`config.mk`:
```
export PLATFORM = sky130hd
export DESIGN_NAME = scaled_rms_vector_distance_unit
export DESIGN_NICKNAME = d
export VERILOG_FILES = /design/src/design/srvd_pkg.sv /design/src/design/scaled_rms_vector_distance_unit.sv
export SDC_FILE = /design/constraint.sdc
export NUM_CORES = 1
export LEC_CHECK = 0
export ABC_CLOCK_PERIOD_IN_PS = 8100
export BUFFER_PORTS_ARGS = -buffer_cell sky130_fd_sc_hd__clkbuf_2
export CORE_ASPECT_RATIO = 0.6
export CORE_UTILIZATION = 45
export CTS_BUF_LIST = sky130_fd_sc_hd__clkbuf_2 sky130_fd_sc_hd__clkbuf_4 sky130_fd_sc_hd__clkbuf_8
export DETAILED_ROUTE_END_ITERATION = 10
export SYNTH_ARGS = -nofsm -noshare
export SYNTH_HDL_FRONTEND = slang
export SYNTH_SLANG_ARGS = --single-unit
```
`constraint.sdc`:
```
create_clock -name aclk -period 8.1 [get_ports aclk]
set_clock_uncertainty 0.05 [all_clocks]
set_input_delay 0.405 -clock aclk [delete_from_list [all_inputs] [get_ports aclk]]
set_output_delay 0.405 -clock aclk [all_outputs]
set_load 0.03 [all_outputs]
```
`src/design/srvd_pkg.sv`:
```
// Shared constants for the scaled RMS vector distance unit.
// No dependencies; imported by scaled_rms_vector_distance_unit.
package srvd_pkg;

    localparam int MAX_LEN_DEF = 4096;

    // Fixed field and datapath widths
    localparam int FEAT_W  = 16;             // signed Q7.8 feature
    localparam int MAG_W   = FEAT_W;         // |a - b| fits 16 bits unsigned
    localparam int SQ_W    = 2 * MAG_W;      // squared difference, Q16 units
    localparam int SCALE   = 1000;
    localparam int SCALE_W = 10;             // bits needed for SCALE
    localparam int Q_W     = SQ_W + SCALE_W; // mean square times SCALE
    localparam int ROOT_W  = (Q_W + 1) / 2;  // integer square root
    localparam int DIST_W  = 21;             // result field

endpackage

```
`src/design/scaled_rms_vector_distance_unit.sv`:
```
// Scaled RMS distance between two fixed-point vectors streamed pair by pair.
// Depends on srvd_pkg for widths and constants.
//
// Usage:
//   Input channel s_*: one element pair per transaction (s_first_value,
//   s_second_value, signed Q7.8) plus s_last on the final pair of a vector.
//   Result channel m_*: one transaction per vector, m_distance =
//   floor(sqrt(1000 * sum of squared differences / element count)), Q.8.
//   Pairs beyond MAX_LEN are dropped from the sum and the count; their last
//   flag still closes the vector.
// Timing:
//   A pair without last passes through accept, square and accumulate steps;
//   s_ready is low during the last two. A pair with last adds a scaling step,
//   a restoring division over SUM_W + 10 dividend bits (54 at MAX_LEN = 4096)
//   and a square root of ROOT_W = 21 result bits, both on one shared
//   subtractor; m_valid rises when the square root finishes.
//   s_ready stays low through the square and accumulate steps of each pair
//   and through the scaling, division and root of each vector.
// Reset and stalls:
//   aresetn (synchronous, active low) clears the sum, the count, the
//   sequencer and m_valid. A pending result is held in m_distance while the
//   receiver stalls; new pairs are still accepted, but the next vector's
//   division waits until that result is taken.
module scaled_rms_vector_distance_unit
    import srvd_pkg::*;
#(
    parameter int MAX_LEN = MAX_LEN_DEF
) (
    input  logic                     aclk,
    input  logic                     aresetn,
    input  logic                     s_valid,
    output logic                     s_ready,
    input  logic signed [FEAT_W-1:0] s_first_value,
    input  logic signed [FEAT_W-1:0] s_second_value,
    input  logic                     s_last,
    output logic                     m_valid,
    input  logic                     m_ready,
    output logic        [DIST_W-1:0] m_distance
);

    localparam int CNT_W  = $clog2(MAX_LEN + 1);
    localparam int SUM_W  = SQ_W + $clog2(MAX_LEN);
    localparam int DIV_W  = SUM_W + SCALE_W;
    localparam int SUB_W  = (CNT_W + 1 > ROOT_W + 2) ? CNT_W + 1 : ROOT_W + 2;
    localparam int STEP_W = $clog2(DIV_W);

    typedef enum logic [2:0] {
        ST_IDLE,
        ST_MUL,
        ST_ACC,
        ST_SCALE,
        ST_DIV,
        ST_SQRT
    } state_t;

    state_t             state_reg, state_next;
    logic [MAG_W-1:0]   mag_reg, mag_next;
    logic               take_reg, take_next;
    logic               last_reg, last_next;
    logic [SQ_W-1:0]    sq_reg, sq_next;
    logic [SUM_W-1:0]   sum_reg, sum_next;
    logic [CNT_W-1:0]   cnt_reg, cnt_next;
    logic [CNT_W-1:0]   divisor_reg, divisor_next;
    logic [DIV_W-1:0]   div_reg, div_next;
    logic [Q_W-1:0]     rad_reg, rad_next;
    logic [SUB_W-1:0]   rem_reg, rem_next;
    logic [ROOT_W-1:0]  root_reg, root_next;
    logic [STEP_W-1:0]  step_reg, step_next;
    logic               m_valid_reg, m_valid_next;
    logic [DIST_W-1:0]  dist_reg, dist_next;

    logic signed [FEAT_W:0] diff_in;
    logic [FEAT_W:0]        diff_abs;
    logic [DIV_W-1:0]       scaled_sum;

    // Shared subtract/compare unit
    logic [SUB_W-1:0] sub_a, sub_b;
    logic [SUB_W:0]   sub_res;
    logic             sub_ge;

    assign s_ready    = (state_reg == ST_IDLE);
    assign m_valid    = m_valid_reg;
    assign m_distance = dist_reg;

    assign diff_in  = (FEAT_W+1)'(s_first_value) - (FEAT_W+1)'(s_second_value);
    assign diff_abs = diff_in[FEAT_W] ? (FEAT_W+1)'(-diff_in) : (FEAT_W+1)'(diff_in);

    // 1000 * sum = 1024 * sum - 16 * sum - 8 * sum
    assign scaled_sum = (DIV_W'(sum_reg) << 10) - (DIV_W'(sum_reg) << 4)
                      - (DIV_W'(sum_reg) << 3);

    always_comb begin
        if (state_reg == ST_SQRT) begin
            sub_a = {rem_reg[SUB_W-3:0], rad_reg[Q_W-1 -: 2]};
            sub_b = SUB_W'({root_reg, 2'b01});
        end else begin
            sub_a = {rem_reg[SUB_W-2:0], div_reg[DIV_W-1]};
            sub_b = SUB_W'(divisor_reg);
        end
        sub_res = {1'b0, sub_a} - {1'b0, sub_b};
        sub_ge  = !sub_res[SUB_W];
    end

    always_comb begin
        state_next   = state_reg;
        mag_next     = mag_reg;
        take_next    = take_reg;
        last_next    = last_reg;
        sq_next      = sq_reg;
        sum_next     = sum_reg;
        cnt_next     = cnt_reg;
        divisor_next = divisor_reg;
        div_next     = div_reg;
        rad_next     = rad_reg;
        rem_next     = rem_reg;
        root_next    = root_reg;
        step_next    = step_reg;
        m_valid_next = m_valid_reg;
        dist_next    = dist_reg;

        if (m_valid_reg && m_ready) begin
            m_valid_next = 1'b0;
        end

        case (state_reg)
            ST_IDLE: begin
                if (s_valid) begin
                    mag_next   = diff_abs[MAG_W-1:0];
                    take_next  = (cnt_reg < CNT_W'(MAX_LEN));
                    last_next  = s_last;
                    state_next = ST_MUL;
                end
            end
            ST_MUL: begin
                sq_next    = SQ_W'(mag_reg * mag_reg);
                state_next = ST_ACC;
            end
            ST_ACC: begin
                if (take_reg) begin
                    sum_next = sum_reg + SUM_W'(sq_reg);
                    cnt_next = cnt_reg + CNT_W'(1);
                end
                state_next = last_reg ? ST_SCALE : ST_IDLE;
            end
            ST_SCALE: begin
                // Hold until the previous result has left the output register
                if (!m_valid_reg) begin
                    divisor_next = cnt_reg;
                    div_next     = (cnt_reg == '0) ? '0 : scaled_sum;
                    rem_next     = '0;
                    step_next    = STEP_W'(DIV_W - 1);
                    sum_next     = '0;
                    cnt_next     = '0;
                    state_next   = ST_DIV;
                end
            end
            ST_DIV: begin
                rem_next = sub_ge ? sub_res[SUB_W-1:0] : sub_a;
                div_next = {div_reg[DIV_W-2:0], sub_ge};
                if (step_reg == '0) begin
                    rad_next   = div_next[Q_W-1:0];
                    rem_next   = '0;
                    root_next  = '0;
                    step_next  = STEP_W'(ROOT_W - 1);
                    state_next = ST_SQRT;
                end else begin
                    step_next = step_reg - STEP_W'(1);
                end
            end
            ST_SQRT: begin
                rem_next  = sub_ge ? sub_res[SUB_W-1:0] : sub_a;
                rad_next  = {rad_reg[Q_W-3:0], 2'b00};
                root_next = {root_reg[ROOT_W-2:0], sub_ge};
                if (step_reg == '0) begin
                    dist_next    = DIST_W'(root_next);
                    m_valid_next = 1'b1;
                    state_next   = ST_IDLE;
                end else begin
                    step_next = step_reg - STEP_W'(1);
                end
            end
            default: begin
                state_next = ST_IDLE;
            end
        endcase
    end

    always_ff @(posedge aclk) begin
        if (!aresetn) begin
            state_reg   <= ST_IDLE;
            sum_reg     <= '0;
            cnt_reg     <= '0;
            m_valid_reg <= 1'b0;
        end else begin
            state_reg   <= state_next;
            sum_reg     <= sum_next;
            cnt_reg     <= cnt_next;
            m_valid_reg <= m_valid_next;
        end
        mag_reg     <= mag_next;
        take_reg    <= take_next;
        last_reg    <= last_next;
        sq_reg      <= sq_next;
        divisor_reg <= divisor_next;
        div_reg     <= div_next;
        rad_reg     <= rad_next;
        rem_reg     <= rem_next;
        root_reg    <= root_next;
        step_reg    <= step_next;
        dist_reg    <= dist_next;
    end

    // Element count saturates at MAX_LEN
    a_cnt_bound: assert property (@(posedge aclk) disable iff (!aresetn)
        cnt_reg <= CNT_W'(MAX_LEN))
        else $error("element count above MAX_LEN");

    // A result only appears at the end of the square root
    a_result_src: assert property (@(posedge aclk) disable iff (!aresetn)
        $rose(m_valid_reg) |-> $past(state_reg == ST_SQRT))
        else $error("result raised outside the root step");

    // The division never starts with a pending result or an empty vector
    a_div_start: assert property (@(posedge aclk) disable iff (!aresetn)
        (state_reg == ST_SCALE && state_next == ST_DIV) |=>
            (!m_valid_reg && divisor_reg != '0))
        else $error("division started with result pending or zero count");

endmodule

```
### Yosys cells after proc, flatten, opt, wreduce, memory -nomap -nowiden

Cells that the tools add are included.

| cells by class | value |
|---|---|
| $add $sub $neg | 8 |
| multiply operators | 1 |
| $lt $le $gt $ge | 1 |
| equal/unequal tests | 11 |
| mux-type cells | 33 |
| bitwise operators | 1 |
| reductions and logical operators | 18 |

Operators with widths:

| operator | number |
|---|---|
| $mux W54 | 2 |
| $pmux W54 S2 | 1 |
| $mux W44 | 2 |
| $pmux W44 S2 | 1 |
| $pmux W42 S2 | 1 |
| $mux W22 | 3 |
| $pmux W22 S3 | 1 |
| $sub A54 B47 Y54 | 1 |
| $sub A54 B48 Y54 | 1 |
| $mux W23 | 2 |
| $add A44 B32 Y44 | 1 |
| $mux W42 | 1 |
| $pmux W21 S2 | 1 |
| $mul A16 B16 Y32 | 1 |
| $mux W13 | 2 |
| $pmux W13 S2 | 1 |
| $sub A23 B23 Y24 | 1 |
| $mux W21 | 1 |
| $mux W6 | 3 |
| $pmux W3 S6 | 1 |
| $pmux W6 S3 | 1 |
| $sub A16 B16 Y17 | 1 |
| $mux W16 | 1 |
| $neg A16 Y16 | 1 |
| other kinds (22) | 41 |

| word-level totals | value |
|---|---|
| register bits | 290 |
| bits of input ports | 37 |

### Logic depth before layout (Yosys ltp)

Gate-level depths: netlist (run 1).

| logic depth | value |
|---|---|
| word-level depth | 6 |
| mapped depth | 26 |
| gate-level depth less buffers | 25 |

### Worst setup path before layout (run 1)

Ideal clock, no wire load.

| timing path | value |
|---|---|
| path type | reg2reg |
| from | register mag_reg[1] |
| to | register sq_reg[31], data pin |
| setup time | 0.265 ns |
| arrival time | 6.059 ns |
| required time | 7.785 ns |
| path slack | 1.726 ns |
| cell stages (with the launch flop) | 22 |
| buffers on the path | 2 |
| clock period less this slack | 6.374 ns |
| path through | edfxtp_1 > clkbuf_1 > clkbuf_1 > nand2_1 > fa_1 > inv_1 > fa_1 > fa_1 > fa_1 > fa_1 > inv_1 > fa_1 > inv_1 > ha_1 > and4_1 > a21oi_1 > o21ba_2 > a311oi_1 > o21a_1 > o2111ai_1 > a311oi_1 > xnor2_1 |

| on the way | value |
|---|---|
| word-level cells in the longest chain between the ends | 1 |

Ends and longest elaborated chain:

| item | RTL line | text |
|---|---|---|
| from (decl) | scaled_rms_vector_distance_unit.sv:57 | `logic [MAG_W-1:0] mag_reg, mag_next;` |
| from (signal assigned) | scaled_rms_vector_distance_unit.sv:200 | `mag_reg <= mag_next;` |
| $mul A16 B16 Y32 | scaled_rms_vector_distance_unit.sv:135 | `sq_next = SQ_W'(mag_reg * mag_reg);` |
| to (signal assigned) | scaled_rms_vector_distance_unit.sv:203 | `sq_reg <= sq_next;` |
| to (decl) | scaled_rms_vector_distance_unit.sv:60 | `logic [SQ_W-1:0] sq_reg, sq_next;` |

No other way between the ends.
A chain may end at the register's enable or synchronous reset.

### Final worst setup path (run 1)

| timing path | value |
|---|---|
| from | register mag_reg[4] |
| to | register sq_reg[31], data pin |

The elaborated chain is that of the path after synthesis.

==> flow_summary.ini, run 1 <==
[critical_path]
path_class = reg -> reg
r2r_setup_slack_ns = 0.88
r2r-start = mag_reg[4]
rr_endpoint = sq_reg[31]
worstPathMaxFanout = 18
reg2reg_depth = 20
start_kind = register
worstSetupEndpointType = register
critPathRequiredTime_ns = 8.40
arrival_ns = 7.53

[logic_synthesis]
async_reset_ff_frac = 0
yosysMostFrequentCell = nand2_1
ys_ff_latch = 289
avgSynthCellArea_sq_um = 9.32
ys_seq_area_frac = 0.307
synth_area_leaders = edfxtp_1, fa_1, ha_1
synthFlopType = edfxtp_1
synth_cell_types = 74
ys_top_cells_by_count = nand2_1, inv_1, ha_1
yosysTopAreaCell = edfxtp_1
synth_edf_count = 228
synth_nets = 3305
synth_top_area_frac = 0.260
ys_warn_count = 0
syn_inst = 2820
syn_area_sq_mm = 0.0263

[placement]
io_buffer_count = 59
place_area_sq_mm = 0.0273
gp_congestion = 0.931
dp_hpwl_um = 48800
dp_slack_ns = 0.980

[die]
initial_core_util = 0.457
core_area_sq_mm = 0.0576
rows = 68
pin_count = 60
die-width_um = 314
dieArea_sq_mm = 0.0594
die_y_um = 189

[clocking]
ctsRootBufferMaster = clkbuf_8
cts-htree-levels = 2
worstSkewPairLatency_ns = 0.62
cts_resized = 0
cts_num_sinks = 289
numCtsBuffers = 47
post-cts-setup-buffers = 0
cts_tree = built
clock_path_buffers = 3
clkTransAtPathRegs_ns = 0.06

[status]
status = completed

[route]
vias = 19900
top_layer = met4
drtIter0Drc = 1718
wl_met2_um = 22900
firstDrtPassIters = 6
drt_wl_total_um = 61900
wl_per_cell_um = 16.9
avgViaCountPerCell = 5.43
wl_met3_um = 4510
met1_length_um = 34000
ant_nets = 0
drcViolationCount = 0

[timing]
max_freq_mhz = 138
finalSetupTns_ns = 0
worst_slack_ns = 0.878
final-hold-violation-count = 0
fin_crit_ns = 7.22
rsz0062_at_grt = no
worst_pin_slew_ns = 1.13
relSlewSlack = 0.245
report.final.slew_viol_count = 0
setup_viol = 0
fin_crit_sh = 0.892

[finish]
multi_input_area_sq_mm = 0.0165
nNetsFinal = 3336
area_growth_pct = 7.87
n_fill_cell = 5427
largest_reg_flops = 54
drive_gt1_frac = 0.0651
fin_area_sq_mm = 0.0284
regArea_sq_mm = 0.00807

[global_route]
overflow = 0
grt_first_pass_wirelength_um = 104000
grt_antenna_before_repair = 1
first_global_vias = 19800
grt_max_degree = 68
grt_util_all_layers = 0.215

[run]
drv_cap = 0

[min_path]
holdPathStages = 3
holdCritStartpoint = m_ready
hp-class = in -> reg
min_to = m_valid
-- cell usage in the layout, fill, tap and decap left out, drive strengths merged, types with 72 or more instances in the layout --
cell and count:
nand2 411, inv 379, ha 245, edfxtp 228, fa 203, nor2 153, a21oi 140, clkbuf 129
o21ai 118, xnor2 115, and2 73, a21o 72
-- cell type report --
cell class | count | share of cell area
Multi-Input combinational cell | 2059 | 0.581
Sequential cell | 289 | 0.284
Inverter | 378 | 0.0500
Tap cell | 770 | 0.0340
Clock buffer | 70 | 0.0300
Timing Repair Buffer | 76 | 0.0150
Clock inverter | 16 | 0.00578
Antenna cell | 1 | 0.0000882
-- through the flow --
| stage | instances | utilization | hold slack (ns) |
|---|---|---|---|
| 2_1_floorplan | 2820 | - | 0.368 |
| 3_3_place_gp | 3571 | 0.475 | 0.373 |
| 3_5_place_dp | 3571 | 0.475 | 0.378 |
| 4_1_cts | 3658 | 0.492 | 0.0403 |
| 5_1_grt | 3659 | 0.492 | 0.0534 |
| 6_report | 3659 | 0.492 | 0.0818 |
-- routing by layer --
layer,track usage,vias to the layer above
met3,0.0417,53
li1,-,9612
met4,0.0298,0
met2,0.284,539
met5,0,-
met1,0.359,9680
-- cells by family after synthesis --
kind of cell / after synthesis / synth area share
simple gates: 855 / 0.149
compound gates: 558 / 0.138
buf+inv: 472 / 0.0679
fa+ha+maj: 448 / 0.271
flops: 289 / 0.307
xor+xnor: 175 / 0.0583
mux: 23 / 0.00890
-- worst max-delay path by stage --
stage	startpoint	end	slack, ns	cells past startpoint
after floorplan	mag_reg[1]	sq_reg[31]	1.73	21
after detailed placement	mag_reg[4]	sq_reg[31]	0.98	20
after CTS	mag_reg[4]	sq_reg[31]	0.96	20
after global placement	mag_reg[4]	sq_reg[31]	1.04	20
final	mag_reg[4]	sq_reg[31]	0.88	20
after global routing	mag_reg[4]	sq_reg[31]	0.50	20
-- critical path, cell delays in order (launching register included) --
cell and delay, ns:
edfxtp_1 0.87, nand2_1 0.24, fa_1 0.58, inv_1 0.05, fa_1 0.50, fa_1 0.52, fa_1 0.52, fa_1 0.54
inv_1 0.05, fa_1 0.53, inv_1 0.05, ha_1 0.33, and4_1 0.31, nand4_1 0.14, nor3_1 0.18, nor2_1 0.14
a311oi_1 0.51, o21a_1 0.25, o2111ai_1 0.15, a311oi_1 0.34, xnor2_1 0.11
-- repair_timing --
item | 4_1_cts | 5_1_grt
endpoints found under the hold margin | 1 | 0
setup endpoints to repair | 0 | 0
hold buffers | 1 | 0
Power of run 1 is left out: the tool's default activity adds up to more than one toggle a clock period on the data nets, which glitch-free logic cannot reach.
==> run 2: changes to the inputs <==
--- a/config.mk
+++ b/config.mk
@@ -5,12 +5,13 @@
 export SDC_FILE = /design/constraint.sdc
 export NUM_CORES = 1
 export LEC_CHECK = 0
-export ABC_CLOCK_PERIOD_IN_PS = 8100
+export ABC_CLOCK_PERIOD_IN_PS = 9000
 export BUFFER_PORTS_ARGS = -buffer_cell sky130_fd_sc_hd__clkbuf_2
 export CORE_ASPECT_RATIO = 0.6
 export CORE_UTILIZATION = 45
 export CTS_BUF_LIST = sky130_fd_sc_hd__clkbuf_2 sky130_fd_sc_hd__clkbuf_4 sky130_fd_sc_hd__clkbuf_8
 export DETAILED_ROUTE_END_ITERATION = 10
+export SLEW_MARGIN = 0
 export SYNTH_ARGS = -nofsm -noshare
 export SYNTH_HDL_FRONTEND = slang
 export SYNTH_SLANG_ARGS = --single-unit
==> constraint.sdc (replaced) <==
create_clock -name aclk -period 9 [get_ports aclk]
set_clock_uncertainty 0.05 [all_clocks]
set_input_delay 0.45 -clock aclk [delete_from_list [all_inputs] [get_ports aclk]]
set_output_delay 0.45 -clock aclk [all_outputs]
set_load 0.03 [all_outputs]
==> run 2 against run 1 <==
  * Clock-buffer cell count is 7 lower
  * Wire length grew 0.29%
  * Utilization decreased by 0.15 points
  * Worst hold slack gained 0.053 ns
  * Global-route usage fell by 0.20 points
  * Critical endpoint unchanged
==> flow_summary.ini, run 2 (synthesis gave the netlist of run 1 again) <==
[status]
status = completed

[global_route]
first_global_vias = 19600
grt_antenna_before_repair = 1
overflow = 0
grt_first_pass_wirelength_um = 103000
grt_max_degree = 68
grt_util_all_layers = 0.213

[timing]
relSlewSlack = 0.162
finalSetupTns_ns = 0
report.final.slew_viol_count = 0
setup_viol = 0
max_freq_mhz = 139
fin_crit_sh = 0.797
final-hold-violation-count = 0
rsz0062_at_grt = no
fin_crit_ns = 7.17
worst_pin_slew_ns = 1.24

[clocking]
post-cts-setup-buffers = 0
cts-htree-levels = 2
cts_resized = 0
clock_path_buffers = 3
numCtsBuffers = 47
cts_num_sinks = 289
ctsHoldBuffers = 0
ctsRootBufferMaster = clkbuf_8
worstSkewPairLatency_ns = 0.60
cts_tree = built
clkTransAtPathRegs_ns = 0.07

[critical_path]
arrival_ns = 7.46
worstSetupStartpoint = mag_reg[4]
start_kind = register
critPathRequiredTime_ns = 9.29
worstPathMaxFanout = 18
worstSetupEndpointType = register
path_class = reg -> reg
r2r-start = mag_reg[4]

[placement]
io_buffer_count = 59
dp.cells = 3569
gp_congestion = 0.919
dp_hpwl_um = 48600

[route]
met1_length_um = 33700
ant_nets = 0
drtIter0Drc = 1598
avgViaCountPerCell = 5.41
wl_per_cell_um = 17.0
firstDrtPassIters = 5
wl_met2_um = 23100
top_layer = met4
drt_wl_total_um = 62000
vias = 19800
wl_met3_um = 4600
drcViolationCount = 0

[die]
pin_count = 60
rows = 68
die-width_um = 314
initial_core_util = 0.457
core_area_sq_mm = 0.0576
die_y_um = 189
dieArea_sq_mm = 0.0594

[finish]
n_fill_cell = 5415
drive_gt1_frac = 0.0648
layoutNonFillerInstCount = 3658
area_growth_pct = 7.54
nNetsFinal = 3334
largest_reg_flops = 54
layout_commonest_cell = nand2_1
final_cell_mix = nand2_1, inv_1, ha_1, edfxtp_1, fa_1

[min_path]
holdCritStartpoint = m_ready
hp-class = in -> reg

[run]
drv_cap = 0
## run 2: changes by cell type in the layout (fill, tap and decap cells not counted), sizes merged
cell	previous run	this run
clkinv	12	21
clkinvlp	0	1
bufinv	3	1
clkbuf	129	122
buf	16	14
## run 2: area by class of cell
cell class	count	area (sq um)	area share
Inverter	378	1420	0.0502
Clock inverter	24	156	0.00553
Multi-Input combinational cell	2059	16500	0.583
Timing Repair Buffer	74	410	0.0145
Antenna cell	1	2.50	0.0000885
Clock buffer	63	786	0.0278
Sequential cell	289	8070	0.285
Tap cell	770	963	0.0341
## run 2: critical path: stages, from the launching register on
cell and delay [ns]:
edfxtp_1 0.88, nand2_1 0.25, fa_1 0.58, inv_1 0.05, fa_1 0.50, fa_1 0.51, fa_1 0.52, fa_1 0.54
inv_1 0.05, fa_1 0.53, inv_1 0.05, ha_1 0.33, and4_1 0.31, nand4_1 0.14, o21ai_0 0.16, nor2_1 0.12
a311oi_1 0.48, o21a_1 0.26, o2111ai_1 0.15, a311oi_1 0.33, xnor2_1 0.12
## run 2: layer usage
metal,track usage,up-vias
li1,-,9618
met1,0.356,9566
met2,0.280,522
met3,0.0401,67
met4,0.0323,0
met5,0,-
## run 2: final timing paths
kind / endpoint / slack, ns / depth (start not counted)
min: m_valid / 0.13 / 3
max reg2reg: sq_reg[31] / 1.83 / 20
max: sq_reg[31] / 1.83 / 20
min reg2reg: m_distance[15] / 0.39 / 0
## run 2: stage by stage
stage          cell area [sq um]  utilization  hold WS [ns]  setup slack [ns]
5_1_grt                    28300        0.491         0.135              1.36
3_3_place_gp               27300        0.474         0.373              1.93
4_1_cts                    28300        0.491       0.00558              1.87
3_5_place_dp               27300        0.474         0.377              1.88
6_report                   28300        0.491         0.134              1.83
2_1_floorplan              26300            -         0.368              2.63
Power of run 2 is left out for the same reason.
